[src/rtl/cvf_pkg.sv]
// Package for the 3x3 image convolution filter.
// Holds widths, register and mode codes, the divide-by-nine reciprocal and shared types.
// No dependencies.
package cvf_pkg;

  localparam int PIX_W       = 16;
  localparam int DIM_W       = 11;
  localparam int MODE_W      = 2;
  localparam int MAXV_W      = 16;
  localparam int SUM_W       = 20;  // sum of nine pixels
  localparam int EDGE_W      = 18;  // sum of four pixels
  localparam int GAIN_W      = 19;  // five times the centre
  localparam int DIFF_W      = 20;  // signed gain minus edges
  localparam int RECIP_W     = 21;
  localparam int RECIP_SHIFT = 24;
  localparam int PROD_W      = SUM_W + RECIP_W;
  localparam int OFIFO_DEPTH = 8;
  localparam int CFG_ADDR_W  = 4;
  localparam int APB_DATA_W  = 32;
  localparam int REG_IDX_W   = 2;

  // ceil(2^24 / 9): exact floor division for any nine-pixel sum.
  localparam logic [RECIP_W-1:0] RECIP_9 = 21'd1864136;

  localparam logic [REG_IDX_W-1:0] REG_FILTER_MODE  = 2'd0;
  localparam logic [REG_IDX_W-1:0] REG_IMAGE_WIDTH  = 2'd1;
  localparam logic [REG_IDX_W-1:0] REG_IMAGE_HEIGHT = 2'd2;
  localparam logic [REG_IDX_W-1:0] REG_MAX_VALUE    = 2'd3;

  localparam logic [MODE_W-1:0] MODE_BLUR    = 2'd0;
  localparam logic [MODE_W-1:0] MODE_LAPLACE = 2'd1;
  localparam logic [MODE_W-1:0] MODE_SHARPEN = 2'd2;

  localparam logic ACT_PIXEL = 1'b0;
  localparam logic ACT_DRAIN = 1'b1;

  localparam logic [DIM_W-1:0]  RST_IMAGE_WIDTH  = 11'd1024;
  localparam logic [DIM_W-1:0]  RST_IMAGE_HEIGHT = 11'd1024;
  localparam logic [MAXV_W-1:0] RST_MAX_VALUE    = 16'd255;

  // Per-item decisions taken at acceptance.
  typedef struct packed {
    logic emit;
    logic interior;
    logic last;
    logic flush;
  } cvf_item_t;

  typedef struct packed {
    logic [PIX_W-1:0] pixel;
    logic             last;
  } cvf_res_t;

endpackage

[src/rtl/cvf_ctrl.sv]
// Position counters of the 3x3 filter: input column and row, result column and row.
// Decides per accepted beat whether it pushes, emits, is interior and ends the frame.
// Depends on cvf_pkg.
module cvf_ctrl import cvf_pkg::*; #(
  parameter int MAX_WIDTH  = 1024,
  parameter int MAX_HEIGHT = 1024
) (
  input  logic                         clk,
  input  logic                         rst,
  input  logic [DIM_W-1:0]             image_width,
  input  logic [DIM_W-1:0]             image_height,
  input  logic                         accept,
  input  logic                         action,
  output logic                         push,
  output logic [$clog2(MAX_WIDTH)-1:0] col,
  output cvf_item_t                    item
);

  localparam int CW = $clog2(MAX_WIDTH);
  localparam int WW = $clog2(MAX_WIDTH + 1);
  localparam int RW = $clog2(MAX_HEIGHT + 1) + 1;
  localparam int WD = (WW > DIM_W) ? WW : DIM_W;
  localparam int HD = (RW > DIM_W) ? RW : DIM_W;

  logic [CW-1:0] column_count;
  logic [RW-1:0] row_count;
  logic [CW-1:0] output_column;
  logic [RW-1:0] output_row;

  logic [WD-1:0] w_ext, w_sat;
  logic [HD-1:0] h_ext, h_sat;
  logic [CW:0]   w_cmp, col_plus, ocol_plus;
  logic [RW:0]   h_cmp, row_plus, orow_plus;
  logic          tail;

  // Zero dimensions count as one, oversized ones saturate to the maximum.
  always_comb begin
    w_ext = WD'(image_width);
    h_ext = HD'(image_height);
    if (w_ext == '0) begin
      w_sat = WD'(1);
    end else if (w_ext > WD'(MAX_WIDTH)) begin
      w_sat = WD'(MAX_WIDTH);
    end else begin
      w_sat = w_ext;
    end
    if (h_ext == '0) begin
      h_sat = HD'(1);
    end else if (h_ext > HD'(MAX_HEIGHT)) begin
      h_sat = HD'(MAX_HEIGHT);
    end else begin
      h_sat = h_ext;
    end
    w_cmp = (CW+1)'(w_sat[WW-1:0]);
    h_cmp = (RW+1)'(h_sat);
  end

  assign col_plus  = {1'b0, column_count} + (CW+1)'(1);
  assign ocol_plus = {1'b0, output_column} + (CW+1)'(1);
  assign row_plus  = {1'b0, row_count} + (RW+1)'(1);
  assign orow_plus = {1'b0, output_row} + (RW+1)'(1);

  assign tail = {1'b0, row_count} >= h_cmp;
  assign push = tail || (action == ACT_PIXEL);
  assign col  = column_count;

  always_comb begin
    item.flush    = tail;
    item.emit     = (row_count >= RW'(2)) || (row_count == RW'(1) && column_count != '0);
    item.interior = (output_row != '0) && (orow_plus < h_cmp) &&
                    (output_column != '0) && (ocol_plus < w_cmp);
    item.last     = (orow_plus >= h_cmp) && (ocol_plus >= w_cmp);
  end

  always_ff @(posedge clk) begin
    if (rst) begin
      column_count  <= '0;
      row_count     <= '0;
      output_column <= '0;
      output_row    <= '0;
    end else if (accept && push) begin
      if (item.emit && item.last) begin
        column_count  <= '0;
        row_count     <= '0;
        output_column <= '0;
        output_row    <= '0;
      end else begin
        if (col_plus >= w_cmp) begin
          column_count <= '0;
          row_count    <= row_plus[RW-1:0];
        end else begin
          column_count <= col_plus[CW-1:0];
        end
        if (item.emit) begin
          if (ocol_plus >= w_cmp) begin
            output_column <= '0;
            output_row    <= orow_plus[RW-1:0];
          end else begin
            output_column <= ocol_plus[CW-1:0];
          end
        end
      end
    end
  end

endmodule

[config.mk]
export PLATFORM = sky130hd
export DESIGN_NAME = cvf_ctrl
export DESIGN_NICKNAME = d
export VERILOG_FILES = /design/src/rtl/cvf_pkg.sv /design/src/rtl/cvf_ctrl.sv
export SDC_FILE = /design/constraint.sdc
export NUM_CORES = 1
export LEC_CHECK = 0
export BUFFER_PORTS_ARGS = -buffer_cell sky130_fd_sc_hd__buf_2
export CAP_MARGIN = 30
export CORE_UTILIZATION = 52
export DETAILED_ROUTE_END_ITERATION = 10
export PLACE_DENSITY_LB_ADDON = 0.08
export SYNTH_ARGS = -nofsm -noshare
export SYNTH_HDL_FRONTEND = slang
export SYNTH_SLANG_ARGS = --single-unit
[constraint.sdc]
create_clock -name clk -period 10.4 [get_ports clk]
set_clock_uncertainty 0.2 [all_clocks]
set_input_delay 0.52 -clock clk [delete_from_list [all_inputs] [get_ports clk]]
set_output_delay 0.52 -clock clk [all_outputs]
set_load 0.01 [all_outputs]
==> summary.txt <==
Run status
  – Outcome: completed

Clock network
  – H-tree depth: 2
  – CTS tree: built
  – CTS clk-pin slew, worst paths: 0.09 ns
  – CTS sink cnt: 44
  – Post-CTS Setup Bufs: 0
  – CTS root buffer: clkbuf_8
  – Worst skew pair latency: between 0.3 and 0.4 ns
  – CTS hold repair buffers: 0
  – # resized after CTS: 0
  – Num CTS Buffers: 5
  – Max clock buf depth: 2

Global routing
  – Initial antenna violation count: 0
  – Largest net degree at the start of global routing: 31
  – First-pass GRT wire length: around 16 mm
  – Vias in the first global route: ~3300
  – Grt ovf: 0
  – Total track usage: 26.03%

Worst setup path
  – Critical Path Start Type: flop
  – CP endpoint: row_count[10]$_SDFFE_PP0P_
  – WP data required: approximately 10 ns
  – Top cell by count, worst path: and3_1
  – Stages on worst setup path: 13
  – Worst path cell trace: ha_1 > and3_1 > and3_1 > and3_1 > xor2_1 > ha_1 > a21oi_1 > o21ai_0 > nor2_1 > a21oi_2 > nand2_1 > or4b_1 > a31oi_1
  – CP peak stage delay: approximately 0.60 ns
  – Critical Path AT: 4.19 ns
  – Crit path max-delay family: simple AND/OR/NAND/NOR gates
  – Slowest cell on the critical path: nand2_1
  – Kind of critical path: reg2reg
  – CP Max Fanout: 21
  – CP Capture Type: flop
  – Buffer and inverter count on the worst path: 0
  – RR Endpoint: row_count[10]$_SDFFE_PP0P_
  – FF-to-FF Start: output_column[0]$_SDFFE_PP0P_
  – Setup crit start: output_column[0]$_SDFFE_PP0P_
  – Worst R2R Path Depth: 13
  – Reg2reg setup slack: roughly 6.2 ns

Placement
  – Placed wire-length estimate: ~7.4 mm
  – Placed cells: between 600 and 700
  – Port bufs: 40
  – RePlAce Congestion: about 0.85

Synth
  – Syn Area/Cell: 7.801 sq um
  – Netlist Area Pre-Place: 3822 sq um
  – Most frequent cells after synthesis: nand2_1, ha_1, a21oi_1, dfxtp_1, nand3_1
  – Main combinational cell family by area after synthesis: simple AND/OR/NAND/NOR gates
  – Synthesized flop and latch total: 44
  – Synth Area in Compound Gates: 17.41%
  – Most common cell in the synthesized netlist: nand2_1
  – Ys flop type: dfxtp_1
  – Largest area contributor in the netlist: dfxtp_1
  – XOR/XNOR Fraction of Synth Area: 7.987%
  – Area contributors post-synth: dfxtp_1, ha_1, nand2_1, a21oi_1, nand3_1
  – Post-Synth Adder-Cell Area: 17.02%
  – Gate Count Post-Synth: around 500
  – Yosys warns: 0
  – Post-synthesis cell type count: 58
  – Net Count, Synth: about 570
  – Post-synth top area share: between 20% and 30%
  – Mux contribution to synthesized area: less than 1%
  – EDFF count, synth: 0
  – Sequential area share after synthesis: between 20% and 30%
  – Post-synthesis async set-or-reset flop share: 0%
  – Simple-gate area share of the yosys netlist: 30.08%

STA
  – Fmax: roughly 240 MHz
  – Sum Neg Setup Slack: 0 ns
  – Period utilization: 39.99%
  – WHS: 0.2918 ns
  – Actual slew at the worst max-slew pin: ~0.72 ns
  – Slew Limit Headroom: approximately 52%
  – Max Slew Vio Count: 0
  – Endpoints failing hold: 0
  – RSZ-0062 raised after global routing: false
  – Post-layout min period: between 4 and 5 ns
  – Setup violators final: 0

Flow run
  – Max cap viols: 0

Route
  – Drt initial violations: between 150 and 200
  – Routed length per instance: roughly 15 microns
  – Final ANT Viol Nets: 0
  – Vias: between 3000 and 4000
  – Routed wire length: about 9.6 mm
  – Drt first pass iters: 4
  – Drc violations: 0
  – Vias per inst: slightly below 6

Power and ir drop
  – Leakage: 1.869 nW
  – Max VDD drop: 0.08183 mV
  – Power Density: approximately 95 nW/um^2

Floorplanning
  – Die area: approximately 7700 sq um
  – Area of the core: between 6000 and 7000 sq um
  – Number of placement rows: 30
  – Initial core utilization: between 50% and 60%
  – Die X: around 90 microns
  – Ports: 41
  – Die H: about 88 microns

Finish
  – Final nets: roughly 600
  – Area of the multi-input gates: 2781 sq um
  – Register area: between 800 and 900 sq um
  – Fillers: around 670
  – Post-route insts no fill: between 600 and 700
  – Layout cell share with drive strength beyond 1: ~13%
  – N_diodes: 0
  – Synth-to-Final Area Change: 10.80%

Hold path
  – Hold Path Class: reg2reg
[registers in the layout, summed over array words and instances (netlist names)]
register / cells
output_row: 12
row_count: 12
col: 10
output_column: 10
[worst min-delay path, stage by stage (launching register included)]
cell and delay (ns):
dfxtp_1 0.34, nand2_1 0.06, a21oi_1 0.05
[per-layer routing]
metal / global-route usage, % / vias to the layer above / part of all wire [%]
li1: - / 1867 / -
met1: 36.54 / 1738 / 49
met2: 42.57 / 90 / 46
met3: 2.828 / 11 / 4.1
met4: 6.408 / 0 / 0.93
met5: 0 / - / 0
[through the flow]
stage | setup WS [ns] | instance area (sq um) | power (mW) | util (%)
after floorplan | 6.979 | 3822 | 0.2061 | -
final | 6.241 | 4235 | 0.4024 | 60.99
after detailed placement | 6.295 | 4076 | 0.2220 | 58.70
after global placement | 6.405 | 4076 | 0.2210 | 58.70
after global routing | 5.883 | 4235 | 0.4164 | 60.99
after CTS | 6.276 | 4235 | 0.4048 | 60.99
[report_power, final]
group          internal, mW  switching (mW)
registers             0.169         0.00100
logic                0.0179          0.0309
clock network         0.120          0.0635
total                 0.307          0.0954
[how the worst min path moves through the flow]
stage | slack (ns) | endpoint | cells past startpoint | from
floorplan | 0.26 | output_column[1]$_SDFFE_PP0P_ | 2 | output_column[1]$_SDFFE_PP0P_
global placement | 0.27 | output_column[9]$_SDFFE_PP0P_ | 2 | output_column[9]$_SDFFE_PP0P_
detailed placement | 0.28 | output_column[1]$_SDFFE_PP0P_ | 2 | output_column[1]$_SDFFE_PP0P_
CTS | 0.29 | output_column[1]$_SDFFE_PP0P_ | 2 | output_column[1]$_SDFFE_PP0P_
global route | 0.31 | output_column[1]$_SDFFE_PP0P_ | 2 | output_column[1]$_SDFFE_PP0P_
finish | 0.29 | output_column[1]$_SDFFE_PP0P_ | 2 | output_column[1]$_SDFFE_PP0P_
[final cells by class]
cell class,count,area share [%]
Tap cell,96,2.836
Timing Repair Buffer,42,5.081
Clock buffer,5,1.625
Multi-Input combinational cell,411,65.67
Sequential cell,44,20.80
Inverter,21,1.861
Clock inverter,3,2.127
[cell families after synthesis]
logic type,Yosys count
mux,1
compound gates,102
flops,44
fa+ha+maj,52
buf+inv,35
simple gates,222
xor+xnor,34
[placed cells by master (no fill, tap or decap), types with 3 or more instances in the layout]
cell       instances
xnor2_1           14
o21ai_0           16
nand2_1           65
buf_2             40
nand4_1           12
o22ai_1            3
nand3b_1          10
a31oi_1            4
nand4b_1           4
ha_1              52
nor2_1            35
nor4_1            10
dfxtp_1           44
and3_1            16
a21o_1             6
clkbuf_8           5
inv_1             19
and2_1             3
xor2_1            19
o32ai_1            6
o211ai_1           4
bufinv_16          3
a21oi_1           44
nor3_1             7
nand2b_1           4
nand3_1           37
Note: power is estimated with default switching activity, not from simulation.
