==> config.mk <==
export PLATFORM = sky130hd
export DESIGN_NAME = cvf_out_fifo
export DESIGN_NICKNAME = d
export VERILOG_FILES = /design/src/rtl/cvf_pkg.sv /design/src/rtl/cvf_out_fifo.sv
export SDC_FILE = /design/constraint.sdc
export NUM_CORES = 1
export LEC_CHECK = 0
export BUFFER_PORTS_ARGS = -buffer_cell sky130_fd_sc_hd__buf_2
export CORE_UTILIZATION = 41
export CTS_BUF_LIST = sky130_fd_sc_hd__clkbuf_4
export DETAILED_ROUTE_END_ITERATION = 10
export SLEW_MARGIN = 15
export SYNTH_ARGS = -nofsm -noshare
export SYNTH_HDL_FRONTEND = slang
export SYNTH_SLANG_ARGS = --single-unit
==> constraint.sdc <==
create_clock -name clk -period 2.1 [get_ports clk]
set_clock_uncertainty 0.15 [all_clocks]
set_input_delay 0.105 -clock clk [delete_from_list [all_inputs] [get_ports clk]]
set_output_delay 0.105 -clock clk [all_outputs]
set_load 0.02 [all_outputs]
==> src/rtl/cvf_pkg.sv <==
// Package for the 3x3 image convolution filter.
// Holds widths, register and mode codes, the divide-by-nine reciprocal and shared types.
// No dependencies.
package cvf_pkg;

  localparam int PIX_W       = 16;
  localparam int DIM_W       = 11;
  localparam int MODE_W      = 2;
  localparam int MAXV_W      = 16;
  localparam int SUM_W       = 20;  // sum of nine pixels
  localparam int EDGE_W      = 18;  // sum of four pixels
  localparam int GAIN_W      = 19;  // five times the centre
  localparam int DIFF_W      = 20;  // signed gain minus edges
  localparam int RECIP_W     = 21;
  localparam int RECIP_SHIFT = 24;
  localparam int PROD_W      = SUM_W + RECIP_W;
  localparam int OFIFO_DEPTH = 8;
  localparam int CFG_ADDR_W  = 4;
  localparam int APB_DATA_W  = 32;
  localparam int REG_IDX_W   = 2;

  // ceil(2^24 / 9): exact floor division for any nine-pixel sum.
  localparam logic [RECIP_W-1:0] RECIP_9 = 21'd1864136;

  localparam logic [REG_IDX_W-1:0] REG_FILTER_MODE  = 2'd0;
  localparam logic [REG_IDX_W-1:0] REG_IMAGE_WIDTH  = 2'd1;
  localparam logic [REG_IDX_W-1:0] REG_IMAGE_HEIGHT = 2'd2;
  localparam logic [REG_IDX_W-1:0] REG_MAX_VALUE    = 2'd3;

  localparam logic [MODE_W-1:0] MODE_BLUR    = 2'd0;
  localparam logic [MODE_W-1:0] MODE_LAPLACE = 2'd1;
  localparam logic [MODE_W-1:0] MODE_SHARPEN = 2'd2;

  localparam logic ACT_PIXEL = 1'b0;
  localparam logic ACT_DRAIN = 1'b1;

  localparam logic [DIM_W-1:0]  RST_IMAGE_WIDTH  = 11'd1024;
  localparam logic [DIM_W-1:0]  RST_IMAGE_HEIGHT = 11'd1024;
  localparam logic [MAXV_W-1:0] RST_MAX_VALUE    = 16'd255;

  // Per-item decisions taken at acceptance.
  typedef struct packed {
    logic emit;
    logic interior;
    logic last;
    logic flush;
  } cvf_item_t;

  typedef struct packed {
    logic [PIX_W-1:0] pixel;
    logic             last;
  } cvf_res_t;

endpackage

==> src/rtl/cvf_out_fifo.sv <==
// Result queue of the 3x3 filter with slot reservation at input acceptance,
// so results in flight always find room. Depends on cvf_pkg.
module cvf_out_fifo import cvf_pkg::*; (
  input  logic     clk,
  input  logic     rst,
  input  logic     reserve,
  input  logic     wr_en,
  input  cvf_res_t wr_data,
  input  logic     rd_en,
  output cvf_res_t rd_data,
  output logic     not_empty,
  output logic     has_room
);

  localparam int PW = $clog2(OFIFO_DEPTH);
  localparam int NW = $clog2(OFIFO_DEPTH + 1);

  cvf_res_t      store [OFIFO_DEPTH];
  logic [PW-1:0] wr_ptr, rd_ptr;
  logic [NW-1:0] fill, credits;

  always_ff @(posedge clk) begin
    if (rst) begin
      wr_ptr  <= '0;
      rd_ptr  <= '0;
      fill    <= '0;
      credits <= '0;
    end else begin
      if (wr_en) begin
        wr_ptr <= wr_ptr + PW'(1);
      end
      if (rd_en) begin
        rd_ptr <= rd_ptr + PW'(1);
      end
      fill    <= fill + NW'(wr_en) - NW'(rd_en);
      credits <= credits + NW'(reserve) - NW'(rd_en);
    end
  end

  always_ff @(posedge clk) begin
    if (wr_en) begin
      store[wr_ptr] <= wr_data;
    end
  end

  assign rd_data   = store[rd_ptr];
  assign not_empty = fill != '0;
  assign has_room  = credits < NW'(OFIFO_DEPTH);

endmodule

==> impl_metrics.json, run 1 <==
{
  "status": "complete, but fails checks",
  "violations": "negative setup slack",
  "yosys-top-cells-area": "edfxtp_1 (68%), mux4_1 (10%), dfxtp_1 (5.6%)",
  "final_hold_viol_count": 0,
  "grt_usage_pct": 15.6,
  "insertedDiodeCount": 0,
  "place_congestion": 0.668,
  "drc": 0,
  "synth.distinct_cells": 24,
  "clk_path_buf_depth": 2,
  "crit_fanout": 8,
  "synthCells": 290,
  "crit_path_start_kind": "register",
  "dpl_cell_area_um2": 6610,
  "hpwl_um": 6630,
  "seq_area_frac_synth_pct": 73.2,
  "fin_tns_setup_ps": -4500,
  "p_per_area_nw_per_um2": 861,
  "start_util_pct": 42.7,
  "slew_headroom_pct": 74.4,
  "vdd_drop_max_mv": 0.354,
  "antenna_found_initial": 0,
  "grt_pass1_wl_um": 16400,
  "rows": 43,
  "viasPerCell": 5.09,
  "worstSetupPathType": "register to output port",
  "htree_levels": 4,
  "grt_pass1_vias": 2996,
  "core_area_um2": 14100,
  "insertion_delay_ps": 520,
  "maxCapViolations": 0,
  "ff2ff_path_depth": 6,
  "crit_required_ps": 1850,
  "max_slew.worst_pin.slew_ps": 382,
  "yosysTopAreaCell": "edfxtp_1",
  "syn-num-nets": 325,
  "die_h_um": 123,
  "dieArea_um2": 15200,
  "switching_share_pct": 24.8,
  "p_int_mw": 4.68,
  "setup_slack_ps": -287,
  "grt_max_degree": 35,
  "total_power_mw": 6.23,
  "drv_slew": 0,
  "p_leak_nw": 2.50,
  "final-setup-viol-count": 17,
  "r2r-end": "credits[0]",
  "p_switching_mw": 1.55,
  "grt-ovfl-total": 0,
  "rsz0062_at_grt": "yes",
  "seq_power_share_pct": 56.2,
  "wl_per_cell_um": 19.6,
  "area_growth_pct": 19.7,
  "fin_area_um2": 7230,
  "route.antenna.remaining_nets": 0,
  "clockRootBuffer": "clkbuf_4",
  "finalCritPeriodShare_pct": 114,
  "synth_area_per_cell_um2": 20.8,
  "clk_pin_slew_ps": 130,
  "die_w_um": 123,
  "ff2ff_setup_slack_ps": 260,
  "endpoint": "rd_data[0]",
  "p_comb_share_pct": 16.6,
  "tritoncts": "built",
  "cts_made_buffers": 17,
  "ys_ff_latch": 153,
  "ys_warn_count": 0,
  "clock_sinks": 153,
  "drt-total-wl_um": 11300,
  "netlist.area_leader.share_pct": 67.6,
  "mostFrequentLayoutCell": "edfxtp_1",
  "clkPwrFrac_pct": 27.2,
  "ios": 41,
  "cp-end-kind": "output port",
  "dr.pass1.iters": 4,
  "hp-class": "input pin to register",
  "nets": 419,
  "vias": 2937,
  "reg2reg_from": "credits[0]",
  "fin_crit_ps": 2390,
  "max_freq_mhz": 419,
  "portBuffers": 40,
  "crit_arrival_ps": 2130,
  "syn_area_um2": 6040,
  "drt-initial-drc-count": 248,
  "final_cell_mix": "edfxtp_1 (136), mux4_2 (34), buf_2 (25)",
  "drive_gt1_share_pct": 37.3
}
[through the flow]
stage | cells | hold slack (ps) | util, % | setup slack [ps]
after floorplan | 290 | 24.1 | - | 271
after global placement | 519 | 222 | 46.7 | 278
after detailed placement | 519 | 231 | 46.7 | 245
after CTS | 573 | 176 | 50.0 | -362
after global routing | 577 | 183 | 51.1 | -401
final | 577 | 227 | 51.1 | -287
[critical path, cell delays in order (launching register included)]
cell and delay, ps:
dfxtp_4 480, clkbuf_16 210, mux4_2 490, mux2_4 290, buf_6 130
[power by group through the flow]
| stage | clock network, mW | registers, mW | logic, mW |
|---|---|---|---|
| 6_report | 1.70 | 3.50 | 1.03 |
| 5_1_grt | 1.87 | 3.52 | 1.15 |
| 4_1_cts | 1.76 | 3.50 | 0.922 |
| 3_5_place_dp | 0 | 3.56 | 0.873 |
| 3_3_place_gp | 0 | 3.56 | 0.846 |
| 2_1_floorplan | 0 | 3.55 | 0.618 |
[synth_stat cells]
| master | count |
|---|---|
| mux2_2 | 17 |
| mux2i_1 | 2 |
| a21o_1 | 1 |
| xor2_1 | 3 |
| nor3_1 | 2 |
| mux4_1 | 24 |
| nand3_1 | 4 |
| clkbuf_2 | 2 |
| nand2b_1 | 4 |
| edfxtp_1 | 136 |
| buf_6 | 4 |
| dfxtp_1 | 17 |
| a21oi_1 | 4 |
| fa_1 | 2 |
| nor2_1 | 17 |
| xnor2_1 | 4 |
| clkbuf_1 | 4 |
| nor2b_1 | 3 |
| ha_1 | 11 |
| nand2_1 | 4 |
| inv_1 | 13 |
| mux4_2 | 10 |
| buf_1 | 1 |
| a31o_2 | 1 |
[timing repair]
item	in CTS	in global routing
hold buffers	22	0
pin swaps	0	0
setup buffers	0	0
resized for setup	11	57
cloned	0	4
hold endpoints to repair	155	0
setup endpoints to repair	17	17
[cell families (layout without fill, tap and decap cells)]
group,after synthesis,in the layout,synth area share (%)
muxes,53,53,17.7
xor gates and xnor gates,7,7,1.01
DFF,153,153,73.2
AOI/OAI and AO/OA,6,6,0.601
and+or+nand+nor,34,34,2.53
adders and majority gates,13,13,2.94
buffers and inverters,24,131,2.03
[metal layers]
layer | routed length, um | global-route usage (%) | part of all wire (%) | vias to the layer above
li1 | - | - | - | 1345
met1 | 5070 | 19.0 | 45 | 1523
met3 | 455 | 4.61 | 4.0 | 4
met5 | 0 | 0 | 0 | -
met4 | 61 | 5.42 | 0.54 | 0
met2 | 5750 | 26.3 | 51 | 65
[how the worst min path moves through the flow]
stage / from / to / slack, ps / cells past startpoint
after floorplan: rst / credits[3] / 20 / 1
after global placement: wr_data[8] / store[4][8] / 220 / 1
after detailed placement: wr_data[10] / store[6][10] / 230 / 1
after CTS: wr_data[6] / store[4][6] / 180 / 2
after global routing: wr_data[6] / store[4][6] / 180 / 2
final: wr_data[5] / store[5][5] / 230 / 2
[final cells by class]
cell class,instances,area (um2)
fillers,1179,6920
well taps,180,225
inverters,13,48.8
multi-input cells,113,1470
clock buffers,18,135
flip-flops and latches,153,4430
clock inverters,14,131
repair buffers,86,797
[flip-flops by register name (all words and copies together), names as in the netlist, named ones only]
name     flops
store      136
credits      4
fill         4
rd_ptr       3
wr_ptr       3
Note: power is estimated with default switching activity, not from simulation.
==> run 2: changes to the inputs <==
--- a/config.mk
+++ b/config.mk
@@ -6,9 +6,11 @@
 export NUM_CORES = 1
 export LEC_CHECK = 0
 export BUFFER_PORTS_ARGS = -buffer_cell sky130_fd_sc_hd__buf_2
+export CORE_MARGIN = 5
 export CORE_UTILIZATION = 41
 export CTS_BUF_LIST = sky130_fd_sc_hd__clkbuf_4
 export DETAILED_ROUTE_END_ITERATION = 10
+export GPL_TIMING_DRIVEN = 0
 export SLEW_MARGIN = 15
 export SYNTH_ARGS = -nofsm -noshare
 export SYNTH_HDL_FRONTEND = slang
==> run 2 against run 1 <==
Net effect: the flow still finishes with violations (negative setup slack); first-iteration DRC count shrank 40%; design area grew 1.6%; critical path depth grew 2; global-route usage shrank 1.6 points; worst hold slack lost 19 ps; setup slack lost 21 ps; fmax shrank 0.86%; flip-flop and latch count is the same; clock-buffer cell count grew 1; via count shrank 2.0%; clock power shrank 4%.
==> impl_metrics.json, run 2 (same netlist as run 1, synthesis figures left out) <==
{
  "portBuffers": 40,
  "drt-total-wl_um": 11500,
  "finalCritPeriodShare_pct": 115,
  "whs_ps": 208,
  "reg.largest.list": "store (136), credits (4), fill (4)",
  "ios": 41,
  "core_area_um2": 14500,
  "violations": "negative setup slack",
  "mostFrequentLayoutCell": "edfxtp_1",
  "regMostFlops": "store",
  "hpwl_um": 7240,
  "status": "complete, but fails checks",
  "clk_path_buf_depth": 2,
  "slew_headroom_pct": 56.1,
  "max_slew.worst_pin.slew_ps": 657,
  "worstSetupPathType": "register to output port",
  "final_cell_mix": "edfxtp_1 (136), mux4_2 (33), buf_2 (24)",
  "clock_sinks": 153,
  "place_congestion": 0.729,
  "insertedDiodeCount": 0,
  "path_common_cell": "buf_6",
  "grt_pass1_wl_um": 18200,
  "setup_slack_ps": -308,
  "final-setup-viol-count": 17,
  "vdd_drop_max_mv": 0.523,
  "die_w_um": 131,
  "clk_pin_slew_ps": 110,
  "p_leak_nw": 2.51,
  "hp-class": "input pin to register",
  "htree_levels": 4,
  "crit_path_start_kind": "register",
  "route.antenna.remaining_nets": 0,
  "rsz0062_at_grt": "yes",
  "max_freq_mhz": 415,
  "dieArea_um2": 17300,
  "drive_gt1_share_pct": 37.5,
  "clockRootBuffer": "clkbuf_4",
  "grt_usage_pct": 14.0,
  "cp-end-kind": "output port",
  "drv_slew": 0,
  "cp_top_family": "multiplexers",
  "cp_cell_sequence": "buf_12 > buf_6 > buf_6 > mux4_2 > mux2_4 > buf_6",
  "wl_per_cell_um": 19.8,
  "rows": 44,
  "drt-initial-drc-count": 149,
  "viasPerCell": 4.96,
  "die_h_um": 131,
  "start_util_pct": 41.7,
  "drc": 0,
  "grt-ovfl-total": 0,
  "grt_max_degree": 17,
  "critPathSlowestCell": "mux4_2",
  "dr.pass1.iters": 4,
  "crit_arrival_ps": 2150,
  "nets": 420,
  "maxCapViolations": 0,
  "crit_required_ps": 1850,
  "crit_path_max_incr_delay_ps": 480,
  "tritoncts": "built",
  "vias": 2879,
  "crit_fanout": 8,
  "grt_pass1_vias": 3260,
  "insertion_delay_ps": 530,
  "path_buf_inv": 4,
  "p_per_area_nw_per_um2": 845,
  "cts_made_buffers": 17,
  "antenna_found_initial": 0,
  "postLayoutCoreUtil_pct": 50.7,
  "largest_register_ffs": 136,
  "final_hold_viol_count": 0,
  "fin_crit_ps": 2410,
  "area_growth_pct": 21.6
}
-- run 2: cell types whose count changed in the layout (fill, tap and decap cells not counted), sizes merged --
cell / change
clkbuf: +4
inv: -1
buf: -2
clkinv: -1
-- run 2: final cells by class --
type                            instances  area, um2
Timing Repair Buffer                   76        742
Multi-Input combinational cell        113       1510
Buffer                                 11        143
Tap cell                              184        230
Inverter                               13       48.8
Clock inverter                         12        109
Clock buffer                           19        143
Fill cell                            1196       7130
Sequential cell                       153       4430
-- run 2: layer usage --
layer	vias up	global-route usage (%)	wire [um]
li1	1345	-	-
met1	1470	16.9	4920
met2	56	24.0	6010
met3	8	4.09	517
met4	0	4.91	75
met5	-	0	0
-- run 2: worst paths after layout --
check	endpoint	start	cells past startpoint	slack (ps)
max	rd_data[2]	register	6	-310
max reg2reg	store[1][10]	wr_ptr[0]	3	200
min	fill[0]	rst	3	210
min reg2reg	wr_ptr[2]	wr_ptr[2]	2	390
-- run 2: repair_timing --
| action | CTS | global route |
|---|---|---|
| gates cloned | 3 | 0 |
| gates resized for setup | 86 | 11 |
| endpoints found under the hold margin | 153 | 0 |
| hold buffers | 22 | 0 |
| setup endpoints to repair | 17 | 17 |
| pin swaps | 0 | 0 |
| setup buffers | 5 | 0 |
-- run 2: worst min-delay path, cell delays in order --
cell and delay, ps:
dlygate4sd3_1 520, buf_2 170, nor2b_1 60
-- run 2: report_power, final --
part	internal, mW	total (mW)	switching (mW)
logic	0.573	1.09	0.513
clock network	0.700	1.63	0.929
registers	3.44	3.49	0.0535
total	4.71	6.21	1.50
-- run 2: metrics by stage --
stage	setup slack [ps]	power (mW)	area, um2	setup TNS (ps)	instances
after floorplan	271	4.17	6050	0	290
after global placement	-566	4.39	6480	-63310	514
after detailed placement	-164	4.45	6630	-2210	522
after CTS	-421	6.30	7410	-6270	583
after global routing	-421	6.51	7350	-6470	581
final	-308	6.21	7350	-4550	581
