<file path="config.mk">
export PLATFORM = sky130hd
export DESIGN_NAME = cvf_kernel
export DESIGN_NICKNAME = d
export VERILOG_FILES = /design/src/rtl/cvf_pkg.sv /design/src/rtl/cvf_kernel.sv
export SDC_FILE = /design/constraint.sdc
export NUM_CORES = 1
export LEC_CHECK = 0
export BUFFER_PORTS_ARGS = -buffer_cell sky130_fd_sc_hd__buf_4
export CAP_MARGIN = 30
export CORE_ASPECT_RATIO = 1.2
export CORE_MARGIN = 1.5
export CORE_UTILIZATION = 57
export DETAILED_ROUTE_END_ITERATION = 7
export GPL_TIMING_DRIVEN = 0
export PLACE_DENSITY_LB_ADDON = 0.08
export SLEW_MARGIN = 25
export SYNTH_ARGS = -nofsm -noshare
export SYNTH_HDL_FRONTEND = slang
export SYNTH_SLANG_ARGS = --single-unit
</file>
<file path="constraint.sdc">
create_clock -name clk -period 6.26 [get_ports clk]
set_clock_uncertainty 0.2 [all_clocks]
set_input_delay 0.626 -clock clk [delete_from_list [all_inputs] [get_ports clk]]
set_output_delay 0.626 -clock clk [all_outputs]
set_load 0.02 [all_outputs]
</file>
<file path="src/rtl/cvf_pkg.sv">
// Package for the 3x3 image convolution filter.
// Holds widths, register and mode codes, the divide-by-nine reciprocal and shared types.
// No dependencies.
package cvf_pkg;

  localparam int PIX_W       = 16;
  localparam int DIM_W       = 11;
  localparam int MODE_W      = 2;
  localparam int MAXV_W      = 16;
  localparam int SUM_W       = 20;  // sum of nine pixels
  localparam int EDGE_W      = 18;  // sum of four pixels
  localparam int GAIN_W      = 19;  // five times the centre
  localparam int DIFF_W      = 20;  // signed gain minus edges
  localparam int RECIP_W     = 21;
  localparam int RECIP_SHIFT = 24;
  localparam int PROD_W      = SUM_W + RECIP_W;
  localparam int OFIFO_DEPTH = 8;
  localparam int CFG_ADDR_W  = 4;
  localparam int APB_DATA_W  = 32;
  localparam int REG_IDX_W   = 2;

  // ceil(2^24 / 9): exact floor division for any nine-pixel sum.
  localparam logic [RECIP_W-1:0] RECIP_9 = 21'd1864136;

  localparam logic [REG_IDX_W-1:0] REG_FILTER_MODE  = 2'd0;
  localparam logic [REG_IDX_W-1:0] REG_IMAGE_WIDTH  = 2'd1;
  localparam logic [REG_IDX_W-1:0] REG_IMAGE_HEIGHT = 2'd2;
  localparam logic [REG_IDX_W-1:0] REG_MAX_VALUE    = 2'd3;

  localparam logic [MODE_W-1:0] MODE_BLUR    = 2'd0;
  localparam logic [MODE_W-1:0] MODE_LAPLACE = 2'd1;
  localparam logic [MODE_W-1:0] MODE_SHARPEN = 2'd2;

  localparam logic ACT_PIXEL = 1'b0;
  localparam logic ACT_DRAIN = 1'b1;

  localparam logic [DIM_W-1:0]  RST_IMAGE_WIDTH  = 11'd1024;
  localparam logic [DIM_W-1:0]  RST_IMAGE_HEIGHT = 11'd1024;
  localparam logic [MAXV_W-1:0] RST_MAX_VALUE    = 16'd255;

  // Per-item decisions taken at acceptance.
  typedef struct packed {
    logic emit;
    logic interior;
    logic last;
    logic flush;
  } cvf_item_t;

  typedef struct packed {
    logic [PIX_W-1:0] pixel;
    logic             last;
  } cvf_res_t;

endpackage

</file>
<file path="src/rtl/cvf_kernel.sv">
// Window and arithmetic of the 3x3 filter: nine-pixel window, box blur by reciprocal
// multiply, Laplacian and sharpening with clamping. Three register stages.
// Depends on cvf_pkg.
module cvf_kernel import cvf_pkg::*; (
  input  logic              clk,
  input  logic              rst,
  input  logic              take_item,
  input  cvf_item_t         item_in,
  input  logic              col_valid,
  input  logic [PIX_W-1:0]  col_upper,
  input  logic [PIX_W-1:0]  col_middle,
  input  logic [PIX_W-1:0]  col_px,
  input  logic [MODE_W-1:0] filter_mode,
  input  logic [MAXV_W-1:0] max_value,
  output logic              res_valid,
  output cvf_res_t          res
);

  // win[col*3+row], column 0 oldest, row 0 top.
  logic [PIX_W-1:0]  win  [9];
  logic [PIX_W-1:0]  wn   [9];
  cvf_item_t         item_q;

  logic [SUM_W-1:0]  sum9;
  logic [EDGE_W-1:0] edges;

  logic              v2, interior2, last2;
  logic [SUM_W-1:0]  sum2;
  logic [EDGE_W-1:0] edges2;
  logic [PIX_W-1:0]  centre2;

  logic [PROD_W-1:0] prod;
  logic [GAIN_W-1:0] gain;
  logic [DIFF_W-1:0] diff;
  logic [PIX_W-1:0]  clamped;

  logic              v3, interior3, last3;
  logic [PIX_W-1:0]  quot3, clamp3, centre3;

  always_comb begin
    for (int i = 0; i < 6; i++) begin
      wn[i] = win[i+3];
    end
    wn[6] = col_upper;
    wn[7] = col_middle;
    wn[8] = col_px;
    sum9 = '0;
    for (int i = 0; i < 9; i++) begin
      sum9 = sum9 + SUM_W'(wn[i]);
    end
    edges = EDGE_W'(wn[1]) + EDGE_W'(wn[3]) + EDGE_W'(wn[5]) + EDGE_W'(wn[7]);
  end

  always_ff @(posedge clk) begin
    if (rst) begin
      for (int i = 0; i < 9; i++) begin
        win[i] <= '0;
      end
      v2 <= 1'b0;
      v3 <= 1'b0;
    end else begin
      if (col_valid) begin
        for (int i = 0; i < 9; i++) begin
          win[i] <= wn[i];
        end
      end
      v2 <= col_valid && item_q.emit;
      v3 <= v2;
    end
  end

  always_ff @(posedge clk) begin
    if (take_item) begin
      item_q <= item_in;
    end
    sum2      <= sum9;
    edges2    <= edges;
    centre2   <= wn[4];
    interior2 <= item_q.interior;
    last2     <= item_q.last;
  end

  always_comb begin
    prod = PROD_W'(sum2) * PROD_W'(RECIP_9);
    if (filter_mode == MODE_SHARPEN) begin
      gain = GAIN_W'({centre2, 2'b00}) + GAIN_W'(centre2);
    end else begin
      gain = GAIN_W'({centre2, 2'b00});
    end
    diff = {1'b0, gain} - DIFF_W'(edges2);
    if (diff[DIFF_W-1]) begin
      clamped = '0;
    end else if (diff[GAIN_W-1:0] > GAIN_W'(max_value)) begin
      clamped = max_value;
    end else begin
      clamped = diff[PIX_W-1:0];
    end
  end

  always_ff @(posedge clk) begin
    quot3     <= prod[RECIP_SHIFT +: PIX_W];
    clamp3    <= clamped;
    centre3   <= centre2;
    interior3 <= interior2;
    last3     <= last2;
  end

  always_comb begin
    res.last = last3;
    if (!interior3) begin
      res.pixel = centre3;
    end else begin
      case (filter_mode)
        MODE_BLUR:    res.pixel = quot3;
        MODE_LAPLACE: res.pixel = clamp3;
        MODE_SHARPEN: res.pixel = clamp3;
        default:      res.pixel = centre3;
      endcase
    end
  end

  assign res_valid = v3;

endmodule

</file>
==> flow_metrics.py, run 1 <==
metrics = {
    "status": {
        "status": "completed",
    },
    "yosys": {
        "syn-num-nets": 2150,
        "syn_area_um2": 18000,
        "synth_seq_cells": 207,
        "syn-instance-count": 1613,
        "ys_dominant_reg_cell": "dfxtp_1",
        "synth-edff-count": 99,
        "synth_top_area_frac": 0.263,
        "synth.area.mux_share": 0.00682,
        "ys_types": 72,
        "yosys_warnings": 0,
        "synth_top_family_by_area": "adder cells",
        "synth.largest_area_cell": "fa_1",
        "yosys.area_share.simple": 0.0893,
        "synth-compound-area-share": 0.0932,
        "syn_area_per_cell_um2": 11.1,
        "synth_xor_area_frac": 0.0331,
        "synthAdderAreaFrac": 0.421,
        "synth_async_sr_flop_share": 0,
        "synth_area_leaders": "fa_1 26%, edfxtp_1 17%, ha_1 16%, dfxtp_1 12%, inv_1 6.4%",
        "ys_seq_area_frac": 0.286,
    },
    "route": {
        "drt_iter0_markers": 522,
        "wire_per_inst_um": 18.2,
        "postRouteWirelength_um": 39200,
        "avgViaCountPerCell": 5.39,
        "drt_pass1_iterations": 5,
        "ant_nets": 0,
        "drc": 0,
        "num_vias": 11600,
    },
    "place": {
        "dpl_worst_slack_ns": -0.416,
        "dpl_cell_area_um2": 19200,
        "portBuffers": 90,
        "hpwl_um": 33200,
        "place.gp.congestion": 0.905,
    },
    "cts": {
        "numCtsBuffers": 22,
        "cts_hold_buf": 0,
        "clk_pin_slew_ns": 0.06,
        "clk_path_buf_depth": 3,
        "worstSkewPairLatency_ns": 0.53,
        "cts_tree": "built",
        "cts.sinks": 207,
        "htreeDepth": 1,
        "root_buffer": "clkbuf_16",
    },
    "sta": {
        "worst_slack_ns": 0.164,
        "setup_violations": 0,
        "final.period_utilization": 0.974,
        "fmax_mhz": 164,
        "fin_crit_ns": 6.10,
        "tightest_slew_ns": 0.951,
        "maxSlewHeadroom": 0.358,
        "setup_tns_ns": 0,
        "hold_viol": 0,
        "maxSlewViolCount": 0,
    },
    "floorplanning": {
        "die_area_um2": 32600,
        "top_level_ports": 92,
        "initial_utilization": 0.577,
        "core_um2": 31200,
        "die-width_um": 165,
        "rows": 71,
        "die_y_um": 198,
    },
    "worst_hold_path": {
        "hold_path.class": "primary input to register",
    },
    "global_route": {
        "antenna_found_initial": 2,
        "grt_pass1_wl_um": 61900,
        "gr-total-overflow": 0,
        "grt_usage": 0.252,
        "grt_pass1_vias": 12300,
        "grt_max_degree": 43,
    },
    "worst_setup_path": {
        "slowest_stage": "fa_1",
        "critPathMaxFanout": 4,
        "critical_path.cell_chain": "fa_1 -> ha_1 -> inv_2 -> fa_1 -> fa_1 -> fa_1 -> fa_1 -> inv_1 -> ha_1 -> a211oi_2 -> o21ai_2 -> o22a_1 -> o211ai_1 -> a211oi_2 -> or3_4 -> a211oi_4 -> o21bai_1 -> xor2_1",
        "cpPeakStageDelay_ns": 0.57,
        "path_class": "register to register",
        "worstPathArrival_ns": 6.28,
        "crit_path_start_kind": "register",
        "crit_family": "adder cells",
        "end_kind": "register",
        "cpMostUsedCell": "fa_1",
        "cp_data_required_time_ns": 6.45,
        "crit_buf_inv": 2,
    },
    "final_layout": {
        "fillers": 2478,
        "design.final.nets": 2269,
        "diodes": 0,
        "layout-drive-gt1-share": 0.120,
        "area_growth_pct": 12.2,
        "design_area_um2": 20200,
    },
    "job": {
        "maxCapViolCount": 0,
    },
}
cell usage in the layout, fill, tap and decap left out, types with 39 or more instances in the layout:
cell type / n
and2_1: 100
dfxtp_1: 94
ha_1: 223
xnor2_1: 54
o21ai_0: 45
nor2_1: 39
edfxtp_1: 99
inv_1: 306
nand2_1: 46
buf_4: 94
fa_1: 233
a21oi_1: 49
worst paths after layout:
check	start	to	slack, ns	cells past startpoint
worst min register to register	last2	last3	0.13	0
worst max register to register	sum2[13]	quot3[14]	0.16	18
worst min-delay path	rst	res_valid	0.07	2
worst max-delay path	sum2[13]	quot3[14]	0.16	18
cell families (layout without fill, tap and decap cells):
kind of cell    Yosys count  after routing
simple gates            296            296
mux                      11             11
fa+ha+maj               463            463
xor+xnor                 68             68
flops                   207            207
buf+inv                 333            468
compound gates          235            235
layout make-up:
| cell class | count | area, µm² | share of cell area |
|---|---|---|---|
| buffer | 27 | 133 | 0.00657 |
| clock buffer | 29 | 693 | 0.0343 |
| clock inverter | 11 | 125 | 0.00620 |
| inverter | 306 | 1150 | 0.0569 |
| multi-input combinational | 1073 | 11700 | 0.579 |
| sequential | 207 | 5160 | 0.256 |
| tap | 401 | 502 | 0.0249 |
| timing repair buffer | 95 | 738 | 0.0366 |
sequential cells by signal, indices dropped and copies added, names as in the netlist:
register and count:
last2 1, sum2 20, win 96, v2 1, clamp3 16, res_valid 1
interior3 1, interior2 1, centre2 16, last3 1, quot3 16, item_q 3
edges2 18, centre3 16
worst register-to-register path: stages (launching register included):
cell and delay [ns]:
dfxtp_2 0.43, fa_1 0.49, ha_1 0.31, inv_2 0.07, fa_1 0.57, fa_1 0.45
fa_1 0.52, fa_1 0.56, inv_1 0.05, ha_1 0.35, a211oi_2 0.22, o21ai_2 0.10
o22a_1 0.25, o211ai_1 0.28, a211oi_2 0.16, or3_4 0.44, a211oi_4 0.26, o21bai_1 0.10
xor2_1 0.16
per-stage QoR:
step,util,std cells,hold WS (ns)
global route,0.647,2149,0.0563
CTS,0.644,2146,0.0495
global placement,0.614,2104,0.113
detailed placement,0.616,2106,0.118
floorplan,-,1613,0.110
finish,0.647,2149,0.0675
routing by layer:
layer	GRT usage	wire [µm]
met1	0.287	15400
met2	0.475	21000
met3	0.0256	1240
met4	0.101	1520
met5	0	0
what timing repair did:
item / 4_1_cts / 5_1_grt
pin swaps: 1 / 11
setup endpoints to repair: 8 / 8
cloned: 0 / 0
resized for setup: 13 / 25
buffers inserted: 0 / 3
Yosys cell counts (3+ instances only):
master and instances:
inv_1 306, fa_1 236, ha_1 227, dfxtp_1 108, and2_1 100, edfxtp_1 99, xnor2_1 54, a21oi_1 50
nand2_1 46, o21ai_0 46, nor2_1 39, nand3_1 32, clkbuf_1 19, a211oi_1 17, a22oi_1 16, a21o_1 14
nor3_1 14, xor2_1 14, nand2b_1 12, o31ai_2 11, o21a_1 10, or3_1 10, o21bai_1 9, and3_1 8
nor2b_1 8, mux2_2 7, nand4_1 7, o31ai_1 7, a31oi_1 6, o211ai_1 6, or2_2 6, o21ai_1 5
a21boi_0 3, a31o_2 3, buf_2 3, mux2i_1 3, nor3b_1 3, o31a_1 3, o41ai_1 3
Power of run 1 is not shown: default switching activity piles up to over one toggle a cycle in this logic, so the estimate is an artifact.
==> run 2, diff against run 1 <==
ABC_CLOCK_PERIOD_IN_PS = 6260   (was default)
CORE_ASPECT_RATIO = default   (was 1.2)
==> run 2 against run 1 <==
Compared with the run above:
- non-clock buffer count is 2 lower
- first-iteration DRC count fell by 1.5%
- highest routed layer unchanged
- critical path type unchanged
- cell count is essentially flat
- global-route usage fell by 0.11 points
- critical endpoint unchanged
- flip-flop and latch count unchanged
- die area about the same
- sequential share of layout area barely moved
- routed wire length is 0.75% lower
- worst setup slack better by 0.073 ns
==> flow_metrics.py, run 2 (synthesized netlist as in run 1, its figures left out) <==
metrics = {
    "floorplanning": {
        "die_area_um2": 32600,
        "top_level_ports": 92,
        "die-width_um": 181,
        "die_y_um": 181,
        "rows": 64,
        "initial_utilization": 0.583,
        "core_um2": 30800,
    },
    "cts": {
        "cts.sinks": 207,
        "worstSkewPairLatency_ns": 0.55,
        "cts_tree": "built",
        "numCtsBuffers": 25,
        "htreeDepth": 1,
        "clk_path_buf_depth": 3,
        "cts_hold_buf": 0,
        "clk_pin_slew_ns": 0.06,
        "root_buffer": "clkbuf_16",
    },
    "sta": {
        "hold_viol": 0,
        "final.period_utilization": 0.962,
        "setup_violations": 0,
        "maxSlewHeadroom": 0.412,
        "maxSlewViolCount": 0,
        "fin_crit_ns": 6.02,
        "tightest_slew_ns": 0.882,
        "hold_ws_ns": 0.0448,
        "fmax_mhz": 166,
        "rsz0062_at_grt": "no",
    },
    "final_layout": {
        "area_growth_pct": 11.9,
        "diodes": 0,
        "layout_commonest_cell": "inv_1",
        "design_area_um2": 20100,
        "layout-drive-gt1-share": 0.115,
        "final_cell_mix": "306 x inv_1, 232 x fa_1, 224 x ha_1, 100 x and2_1, 99 x edfxtp_1",
        "largest_register_ff_count": 96,
        "largest_register": "win",
        "design.final.nets": 2270,
        "fin_util": 0.653,
        "reg.largest.list": "win: 96 flops, sum2: 20 flops, edges2: 18 flops",
    },
    "global_route": {
        "grt_usage": 0.251,
        "grt_max_degree": 51,
        "grt_pass1_wl_um": 63400,
        "gr-total-overflow": 0,
        "grt_pass1_vias": 12400,
        "antenna_found_initial": 1,
    },
    "route": {
        "num_vias": 11500,
        "postRouteWirelength_um": 38900,
        "drt_iter0_markers": 514,
        "ant_nets": 0,
        "drc": 0,
        "wire_per_inst_um": 18.1,
        "avgViaCountPerCell": 5.36,
        "drt_pass1_iterations": 5,
    },
    "worst_setup_path": {
        "slowest_stage": "fa_1",
        "path_class": "register to register",
        "cp_data_required_time_ns": 6.48,
        "crit_family": "adder cells",
        "reg2reg_depth": 18,
        "path_depth": 18,
        "end_kind": "register",
        "crit_path_start_kind": "register",
        "worstPathArrival_ns": 6.24,
        "timing.rr.end": "quot3[14]",
        "reg2reg_from": "sum2[5]",
        "critPathMaxFanout": 4,
        "crit_start": "sum2[5]",
        "cpMostUsedCell": "fa_1",
        "critical_path.cell_chain": "fa_1 -> ha_1 -> inv_1 -> fa_1 -> fa_1 -> fa_1 -> fa_1 -> inv_1 -> ha_1 -> a211oi_2 -> o21ai_2 -> o22a_1 -> o211ai_1 -> a211oi_2 -> or3_4 -> a211oi_4 -> o21bai_1 -> xor2_1",
        "crit_buf_inv": 2,
        "cpPeakStageDelay_ns": 0.54,
        "cp-endpoint": "quot3[14]",
        "regToRegSetupSlack_ns": 0.24,
    },
    "worst_hold_path": {
        "hold_path.class": "primary input to register",
    },
    "place": {
        "portBuffers": 90,
        "place.gp.congestion": 0.898,
        "hpwl_um": 32800,
        "dpl_cell_area_um2": 19200,
    },
    "status": {
        "status": "completed",
    },
    "job": {
        "maxCapViolCount": 0,
    },
}
-- run 2: how the worst min path moves through the flow --
stage | startpoint | endpoint | slack [ns] | depth (start not counted)
global route | item_in[1] | item_q[1] | 0.03 | 1
global placement | last2 | last3 | 0.11 | 0
detailed placement | interior2 | interior3 | 0.11 | 0
floorplan | interior2 | interior3 | 0.11 | 0
finish | rst | res_valid | 0.04 | 2
CTS | rst | res_valid | 0.02 | 2
-- run 2: per-layer routing --
| layer | GRT usage | up-vias | share of wire |
|---|---|---|---|
| li1 | - | 5569 | - |
| met1 | 0.327 | 5706 | 0.44 |
| met2 | 0.449 | 194 | 0.50 |
| met3 | 0.0331 | 43 | 0.034 |
| met4 | 0.0528 | 0 | 0.018 |
| met5 | 0 | - | 0 |
-- run 2: area by class of cell --
type | instances | area [µm²]
multi-input cells | 1073 | 11700
fillers | 2399 | 10700
flip-flops and latches | 207 | 5160
inverters | 306 | 1150
repair buffers | 93 | 711
clock buffers | 34 | 681
well taps | 396 | 495
plain buffers | 27 | 133
clock inverters | 11 | 125
-- run 2: per-stage QoR --
| step | setup TNS [ns] | setup WS (ns) | std cells |
|---|---|---|---|
| floorplan | 0 | 0.372 | 1613 |
| global placement | -0.594 | -0.252 | 2099 |
| detailed placement | -0.813 | -0.275 | 2100 |
| CTS | -0.0393 | -0.0161 | 2145 |
| global route | 0 | 0.00424 | 2147 |
| finish | 0 | 0.237 | 2147 |
-- run 2: timing repair --
item | CTS | global route
setup endpoints to repair | 7 | 8
buffers inserted | 0 | 2
pin swaps | 1 | 9
gates resized for setup | 6 | 29
Power of run 2 is left out for the same reason.
